[config.mk]
export PLATFORM = sky130hd
export DESIGN_NAME = chunk_deframer_crc_check
export DESIGN_NICKNAME = d
export VERILOG_FILES = /design/src/hw/rtl/cdf_pkg.sv /design/src/hw/rtl/cdf_core.sv /design/src/hw/rtl/chunk_deframer_crc_check.sv
export SDC_FILE = /design/constraint.sdc
export NUM_CORES = 1
export LEC_CHECK = 0
export ABC_AREA = 0
export BUFFER_PORTS_ARGS = -buffer_cell sky130_fd_sc_hd__buf_2
export CAP_MARGIN = 15
export CORE_MARGIN = 2
export CORE_UTILIZATION = 60
export DETAILED_ROUTE_END_ITERATION = 10
export PLACE_DENSITY = 0.79
export SLEW_MARGIN = 0
export SYNTH_ARGS = -nofsm -noshare
export SYNTH_HDL_FRONTEND = slang
export SYNTH_SLANG_ARGS = --single-unit
[constraint.sdc]
create_clock -name clk -period 9.9 [get_ports clk]
set_input_delay 1.485 -clock clk [delete_from_list [all_inputs] [get_ports clk]]
set_output_delay 1.485 -clock clk [all_outputs]
set_load 0.01 [all_outputs]
[src/hw/rtl/cdf_pkg.sv]
package cdf_pkg;

  localparam logic [31:0] CRC_POLY = 32'hEDB8_8320;
  localparam logic [31:0] CRC_ONES = 32'hFFFF_FFFF;

  // Field position within the chunk, one-hot.
  typedef enum logic [3:0] {
    PH_LENGTH  = 4'b0001,
    PH_TYPE    = 4'b0010,
    PH_PAYLOAD = 4'b0100,
    PH_CRC     = 4'b1000
  } phase_t;

  typedef enum logic {
    KIND_PAYLOAD = 1'b0,
    KIND_END     = 1'b1
  } result_kind_t;

  typedef struct packed {
    logic         valid;
    result_kind_t kind;
    logic [7:0]   payload;
    logic [31:0]  ctype;
    logic [31:0]  clen;
    logic         crc_ok;
  } cdf_result_t;

  // Reflected CRC-32 update over one byte, one shift per bit.
  function automatic logic [31:0] crc32_byte(input logic [31:0] crc, input logic [7:0] b);
    logic [31:0] c;
    c = crc ^ {24'd0, b};
    for (int k = 0; k < 8; k++) begin
      if (c[0]) begin
        c = (c >> 1) ^ CRC_POLY;
      end else begin
        c = c >> 1;
      end
    end
    return c;
  endfunction

endpackage

[src/hw/rtl/cdf_core.sv]
module cdf_core import cdf_pkg::*; (
  input  logic        clk,
  input  logic        rst,
  input  logic        step,
  input  logic [7:0]  data_byte,
  input  logic        restart,
  output cdf_result_t res
);

  phase_t      phase, phase_next, phase_eff;
  logic [31:0] byte_counter, byte_counter_next, cnt_eff;
  logic [31:0] length_reg, length_reg_next, len_eff;
  logic [31:0] type_reg, type_reg_next, type_eff;
  logic [31:0] running_crc, running_crc_next, crc_eff;
  logic [31:0] stored_crc, stored_crc_next, stored_eff;
  logic [32:0] cnt_inc;
  logic [31:0] stored_shift;

  always_comb begin
    // A restart drops the partial chunk before this byte is taken.
    phase_eff  = restart ? PH_LENGTH : phase;
    cnt_eff    = restart ? 32'd0 : byte_counter;
    len_eff    = restart ? 32'd0 : length_reg;
    type_eff   = restart ? 32'd0 : type_reg;
    crc_eff    = restart ? CRC_ONES : running_crc;
    stored_eff = restart ? 32'd0 : stored_crc;

    cnt_inc      = {1'b0, cnt_eff} + 33'd1;
    stored_shift = {stored_eff[23:0], data_byte};

    phase_next        = phase_eff;
    byte_counter_next = cnt_inc[31:0];
    length_reg_next   = len_eff;
    type_reg_next     = type_eff;
    running_crc_next  = crc_eff;
    stored_crc_next   = stored_eff;

    res         = '0;
    res.kind    = KIND_PAYLOAD;
    res.ctype   = type_eff;
    res.clen    = len_eff;

    case (phase_eff)
      PH_LENGTH: begin
        length_reg_next = {len_eff[23:0], data_byte};
        if (cnt_eff[1:0] == 2'd3) begin
          byte_counter_next = '0;
          phase_next        = PH_TYPE;
        end
      end
      PH_TYPE: begin
        type_reg_next    = {type_eff[23:0], data_byte};
        running_crc_next = crc32_byte(crc_eff, data_byte);
        if (cnt_eff[1:0] == 2'd3) begin
          byte_counter_next = '0;
          phase_next        = (len_eff == 32'd0) ? PH_CRC : PH_PAYLOAD;
        end
      end
      PH_PAYLOAD: begin
        running_crc_next = crc32_byte(crc_eff, data_byte);
        res.valid        = 1'b1;
        res.payload      = data_byte;
        if (cnt_inc >= {1'b0, len_eff}) begin
          byte_counter_next = '0;
          phase_next        = PH_CRC;
        end
      end
      PH_CRC: begin
        stored_crc_next = stored_shift;
        if (cnt_eff[1:0] == 2'd3) begin
          res.valid         = 1'b1;
          res.kind          = KIND_END;
          res.crc_ok        = (stored_shift == (crc_eff ^ CRC_ONES));
          phase_next        = PH_LENGTH;
          byte_counter_next = '0;
          length_reg_next   = '0;
          type_reg_next     = '0;
          running_crc_next  = CRC_ONES;
          stored_crc_next   = '0;
        end
      end
      default: begin
        phase_next = PH_LENGTH;
      end
    endcase
  end

  always_ff @(posedge clk) begin
    if (rst) begin
      phase        <= PH_LENGTH;
      byte_counter <= '0;
      length_reg   <= '0;
      type_reg     <= '0;
      running_crc  <= CRC_ONES;
      stored_crc   <= '0;
    end else if (step) begin
      phase        <= phase_next;
      byte_counter <= byte_counter_next;
      length_reg   <= length_reg_next;
      type_reg     <= type_reg_next;
      running_crc  <= running_crc_next;
      stored_crc   <= stored_crc_next;
    end
  end

endmodule

[src/hw/rtl/chunk_deframer_crc_check.sv]
// Chunk deframer with CRC-32 check. Feed the chunk stream one byte per
// transaction: 4-byte big-endian length, 4-byte big-endian type, payload,
// 4-byte big-endian CRC. Each payload byte comes out as a payload result;
// the last CRC byte yields one end-of-chunk result with type, length and
// crc_ok (reflected CRC-32 over type plus payload). Header bytes produce no
// result. Raise restart with a byte to drop any partial chunk; that byte is
// taken as the first length byte. The block sustains one byte per cycle
// while the result register is empty or draining, as the byte-wide CRC
// update between the input and result registers is combinational. A
// pending result in the output register does not stop intake as long as
// out_ready keeps draining it.
module chunk_deframer_crc_check import cdf_pkg::*; (
  input  logic         clk,
  input  logic         rst,
  input  logic         in_valid,
  output logic         in_ready,
  input  logic [7:0]   data_byte,
  input  logic         restart,
  output logic         out_valid,
  input  logic         out_ready,
  output result_kind_t result_kind,
  output logic [7:0]   payload_byte,
  output logic [31:0]  chunk_type,
  output logic [31:0]  chunk_length,
  output logic         crc_ok
);

  // Input register: one byte held for processing.
  logic        stage_valid;
  logic [7:0]  stage_byte;
  logic        stage_restart;
  logic        advance;
  cdf_result_t res;

  // Advance the held byte when the result register is empty or draining.
  assign advance  = stage_valid && (!out_valid || out_ready);
  assign in_ready = !stage_valid || advance;

  always_ff @(posedge clk) begin
    if (rst) begin
      stage_valid <= 1'b0;
    end else if (in_ready) begin
      stage_valid <= in_valid;
    end
  end

  // Payload needs no reset; hold it until the next transaction.
  always_ff @(posedge clk) begin
    if (in_ready && in_valid) begin
      stage_byte    <= data_byte;
      stage_restart <= restart;
    end
  end

  cdf_core u_core (
    .clk       (clk),
    .rst       (rst),
    .step      (advance),
    .data_byte (stage_byte),
    .restart   (stage_restart),
    .res       (res)
  );

  // Result register: load on a producing byte, drop once taken.
  always_ff @(posedge clk) begin
    if (rst) begin
      out_valid <= 1'b0;
    end else if (advance && res.valid) begin
      out_valid <= 1'b1;
    end else if (out_ready) begin
      out_valid <= 1'b0;
    end
  end

  always_ff @(posedge clk) begin
    if (advance && res.valid) begin
      result_kind  <= res.kind;
      payload_byte <= res.payload;
      chunk_type   <= res.ctype;
      chunk_length <= res.clen;
      crc_ok       <= res.crc_ok;
    end
  end

endmodule

Word-level counts from Yosys, hierarchy flattened:

Cells that the tools add are included.
Widths: inputs -> output; s select.

* bits in read-only memories: 0
* output and inout bits: 76
* memories kept: 0
* memory bits (writable): 0
* latch bits: 0
* input bits: 13
* flip-flop bits (word level): 241

* $mul: 0
* reductions and logical operators: 11
* shift operators: 0
* add/subtract/negate cells: 1
* bitwise logic cells: 17
* equal/unequal tests: 6
* order comparisons: 1
* multiplexer cells: 56
* div/mod/pow operators: 0

Operators with widths (number)
* $mux 32: 38
* $not 13->14: 15
* $pmux 32 s2: 3
* $pmux 32 s3: 1
* $mux 24: 3
* $add 32x1->33 const B: 1
* $ge 33x32->1: 1
* $eq 32x32->1: 1
* $logic_not 32->1: 1
* $not 32->32: 1
* $xor 32x8->32: 1
* $mux 4: 6
* $pmux 4 s4: 1
* $eq 4x1->1 const B: 1
* $eq 4x2->1 const B: 1
* $eq 4x3->1 const B: 1
* $eq 4x4->1 const B: 1
* $logic_and 1x1->1: 3
* $reduce_or 3->1: 1
* $eq 2x2->1 const B: 1
* $logic_not 1->1: 2
* $logic_or 1x1->1: 2
* $mux 1: 2
* $mux 2: 1
* other kinds (3): 3

Logic depth before layout (Yosys ltp):

* depth after elaboration: 26
* depth in mapped cells: 29
* mapped depth without buffers: 19

Modules after synthesis:

A second synthesis with hierarchy kept.

* cells, all modules: 1174
* area total of the unflattened synthesis: 11374.7 sq um

By module, submodules not included
* cdf_core: times used 1, cells each 1080, area each 8779.7 sq um
* chunk_deframer_crc_check: times used 1, cells each 94, area each 2595.0 sq um

Worst setup path after synthesis:

OpenSTA, ideal clock, no wires.

* kind: reg-to-reg
* start: reg stage_restart
* end: reg u_core.byte_counter[5]
* library setup time: 0.117 ns
* path slack: 4.405 ns
* arrival: 5.378 ns
* stages on the path, launching flop included: 27
* period minus slack after synthesis: 5.495 ns
* required time: 9.783 ns
* path through: edfxtp_1 > buf_6 > buf_2 > buf_2 > buf_1 > clkbuf_1 > buf_1 > clkbuf_1 > nor2b_1 > ha_1 > and2_1 > and4_1 > buf_6 > nand3_1 > nor3_1 > nand3_1 > xor2_1 > nor2_1 > ha_1 > nand4_1 > or4_1 > a2111oi_4 > o21ai_4 > and2_4 > buf_6 > buf_6 > a22o_1

* cells in the longest elaborated chain, start to end: 5
* elaborated cells between the ends (all ways): 14
* those cells by class: add/sub: 1; order compare: 1; eq/ne: 5; mux: 6; reduce/logical: 1

RTL lines
* start: declaration: line chunk_deframer_crc_check.sv:31 `logic stage_restart;`
* start signal: assignment: line chunk_deframer_crc_check.sv:51 `stage_restart <= restart;`
* $mux 32: line cdf_core.sv:22 `cnt_eff = restart ? 32'd0 : byte_counter;`
* $add 32x1->33: line cdf_core.sv:28 `cnt_inc = {1'b0, cnt_eff} + 33'd1;`
* $ge 33x32->1: line cdf_core.sv:63 `if (cnt_inc >= {1'b0, len_eff}) begin`
* $mux 32: line cdf_core.sv:63
* $pmux 32 s2 *: line cdf_core.sv:43 `case (phase_eff)`
* end signal: assignment: line cdf_core.sv:98 `byte_counter <= byte_counter_next;`
* end: declaration: line cdf_core.sv:11 `logic [31:0] byte_counter, byte_counter_next, cnt_eff;`

Mark *: on every way between the ends. The rest lies on a longest branch, timed or not.
A chain may end at the register's enable or synchronous reset.

Worst setup path after layout:

* start: reg stage_restart
* end: reg u_core.byte_counter[18]

The elaborated chain is that of the path after synthesis.

==> summary.txt <==
Status
  • Status: completed

Route
  • Drt wl/cell: 18.2 µm
  • DRT iter0 DRCs: 968
  • Total wire length: 27100 µm
  • DR DRC count: 0
  • Number of vias per cell: just over 6
  • ANT nets after route: 0
  • Detailed Routing Iterations Pass 1: 6
  • Via Count: roughly 9000

Power and ir drop
  • Internal power: between 1500 and 2000 µW
  • Psw: ~520 µW
  • Switching Share: 24.5%
  • Power share of the combinational group: between 7 and 8%
  • Final total power: about 2100 µW
  • Reg power frac: 48.5%
  • Clock power share: about 44%
  • Cell Pwr Density: 167 nW/µm²
  • Peak supply drop: roughly 140 µV
  • Leakage: 0.00510 µW

Logic synthesis
  • YS warnings: 0
  • Post-synth EDFFs: 83
  • Synth area leader: dfxtp_1
  • Mapped Nets: 1233
  • Synth Instances: 1186
  • Cell area after synthesis: between 10000 and 15000 µm²
  • Post-synth top area share: roughly 28%
  • Seq/Total Area, Yosys: about half
  • Top post-synthesis cells by area: dfxtp_1, edfxtp_1, a22oi_1
  • Distinct cells, synth: around 60
  • Most used DFF post-synth: dfxtp_1
  • Avg Inst Size Synth: between 9 and 10 µm²
  • #FFs+latches synth: 241
  • FFs w/ async S/R, synth: 0%

Floorplanning
  • Die area: 20200 µm²
  • Starting Density: between 60% and 70%
  • IO Count: slightly below 90
  • Cell Rows: 50
  • Die width: roughly 140 µm
  • CORE AREA: ~19000 µm²
  • Vert. Die Dim: roughly 140 µm

Worst setup path
  • Crit path DAT: 5.71 ns
  • WP data required: just over 10 ns
  • Critical Path End Type: flop
  • Flop-to-flop setup slack: around 4.6 ns
  • Critical path class: flop to flop
  • Crit-path max FO: 13
  • Kind of launch point of the worst setup path: flop
  • R2R cell count: 16

Timing
  • PnR worst setup slack: 4.62 ns
  • Final setup TNS: 0 ns
  • Fin crit share: about 53%
  • Slew @ Worst Pin: ~1.0 ns
  • Finish-stage setup viols: 0
  • Fmax: approximately 0.19 GHz
  • Max Slew Vio Count: 0
  • Final Hold Fails: 0
  • Min Tclk post-route: around 5.3 ns
  • Slew HR: 33.2%
  • RSZ-0062 raised after global routing: no
  • Setup Skew: roughly 0.012 ns

Clocking
  • Root Buffer: clkbuf_16
  • TritonCTS Sinks: 241
  • Clk pin slew, worst setup/hold paths: 0.07 ns
  • H-tree depth: 1
  • Post-CTS sizing: 0
  • Cts hold-fix bufs: 0
  • CTS tree: yes
  • Maximum root-to-sink buffer count: 3
  • Clk_lat worst skew: ~0.54 ns
  • CTS Buf Count: 25
  • Post-CTS setup buffers: 0

Place
  • Pre-CTS setup slack: 4.77 ns
  • Routability congestion estimate: between 0.9 and 1
  • Placed inst area: approximately 12000 µm²
  • I/O Buffers: 88
  • Post-DP HPWL: between 15000 and 20000 µm

Run
  • Max cap viols: 0

Cells and area
  • Fillcell total: 1439
  • Layout cells sized above 1: 12.2%
  • Area Overhead vs Synth: 12.0%
  • Finished layout cell area: 12800 µm²
  • Final net count: around 1300
  • Diode count: 0

Global route
  • Initial antenna violation count: 0
  • Vias in the first global route: between 8000 and 9000
  • First-pass GRT wire length: 43900 µm
  • Total congestion overflow: 0
  • Total GRT Usage: between 20% and 30%
  • Pin count of the biggest net entering global routing: between 100 and 150

Min path
  • Worst Hold Path Cells: 2
  • Worst min-delay path class: flop to flop
## synthesized netlist by cell type (34+ instances only)
cell type,instances
clkbuf_1,59
nor2b_1,48
nor2_1,169
ha_1,34
edfxtp_1,83
inv_1,38
nand2_1,66
xor2_1,42
nand2b_1,34
xnor2_1,78
o22ai_1,35
a22oi_1,92
dfxtp_1,158
## per-stage QoR
step	hold WS, ns	utilization, %	instances
5_1_grt	0.509	68.6	1492
2_1_floorplan	0.450	-	1186
3_3_place_gp	0.470	64.2	1446
4_1_cts	0.494	68.6	1492
6_report	0.489	68.6	1492
3_5_place_dp	0.474	64.2	1446
## cell type report
type,instances,area (µm²),area share [%]
clock inverters,17,166,1.30
well taps,234,293,2.28
multi-input cells,831,5380,41.9
flip-flops and latches,241,5660,44.1
clock buffers,29,651,5.07
repair buffers,101,541,4.21
inverters,39,146,1.14
## logic make-up (layout without fill, tap and decap cells)
logic type      Yosys count  after routing  synth area share [%]
mux                       3              3                 0.262
compound gates          234            234                  14.5
simple gates            439            439                  18.8
fa+ha+maj                34             34                  3.71
flops                   241            241                  49.3
buf+inv                 114            186                  4.07
xor+xnor                121            121                  9.31
## worst max-delay path: stages, from the launching register on
cell and delay (ns):
edfxtp_1 0.42, nor2b_1 0.26, ha_1 0.54, and2_1 0.22, and4_1 0.46, nand3_1 0.21, nor3_1 0.30, nand3_1 0.14
xor2_1 0.14, nor2_1 0.08, ha_1 0.34, nand4_1 0.14, or4_1 0.62, a2111oi_4 0.49, o22ai_1 0.19, and2_1 0.33
a31o_2 0.30
## power by group through the flow
stage,combinational (µW),clock (µW),sequential [µW]
after floorplan,132,0,1050
after global placement,160,0,1060
after detailed placement,163,0,1060
after CTS,164,945,1040
after global routing,181,985,1040
final,165,936,1040
## cells in the final DEF, fill, tap and decap left out, drive strengths merged, types with 3 or more instances in the layout
master    instances
a22oi            92
nand3b            4
edfxtp           83
nor3             15
a21o              4
nand4            15
ha               34
nand2            66
inv              39
a22o             21
nor4             14
nor2            169
xor2             43
clkinv           11
and4              3
nor3b             4
clkinvlp          4
nor2b            48
o211ai            3
o21ai            21
nand3            30
o21a              7
buf             101
o31ai             4
and3             11
a21oi            26
and2             16
a211oi            3
dfxtp           158
o22ai            35
clkbuf           29
or3               3
nand2b           34
a31oi             4
mux2i             3
xnor2            78
## layer usage
metal | part of all wire [%] | GRT usage [%] | vias to the layer above
met5 | 0 | 0 | -
met1 | 43 | 37.3 | 4364
li1 | - | - | 4315
met2 | 47 | 43.4 | 371
met3 | 7.4 | 3.77 | 72
met4 | 2.8 | 9.21 | 0
## path summary, 6_finish.rpt
| kind | start | endpoint |
|---|---|---|
| min reg2reg | u_core.type_reg[26] | u_core.type_reg[26] |
| max | stage_restart | u_core.byte_counter[18] |
| min | u_core.type_reg[26] | u_core.type_reg[26] |
| max reg2reg | stage_restart | u_core.byte_counter[18] |
(Power assumes the default switching activity.)
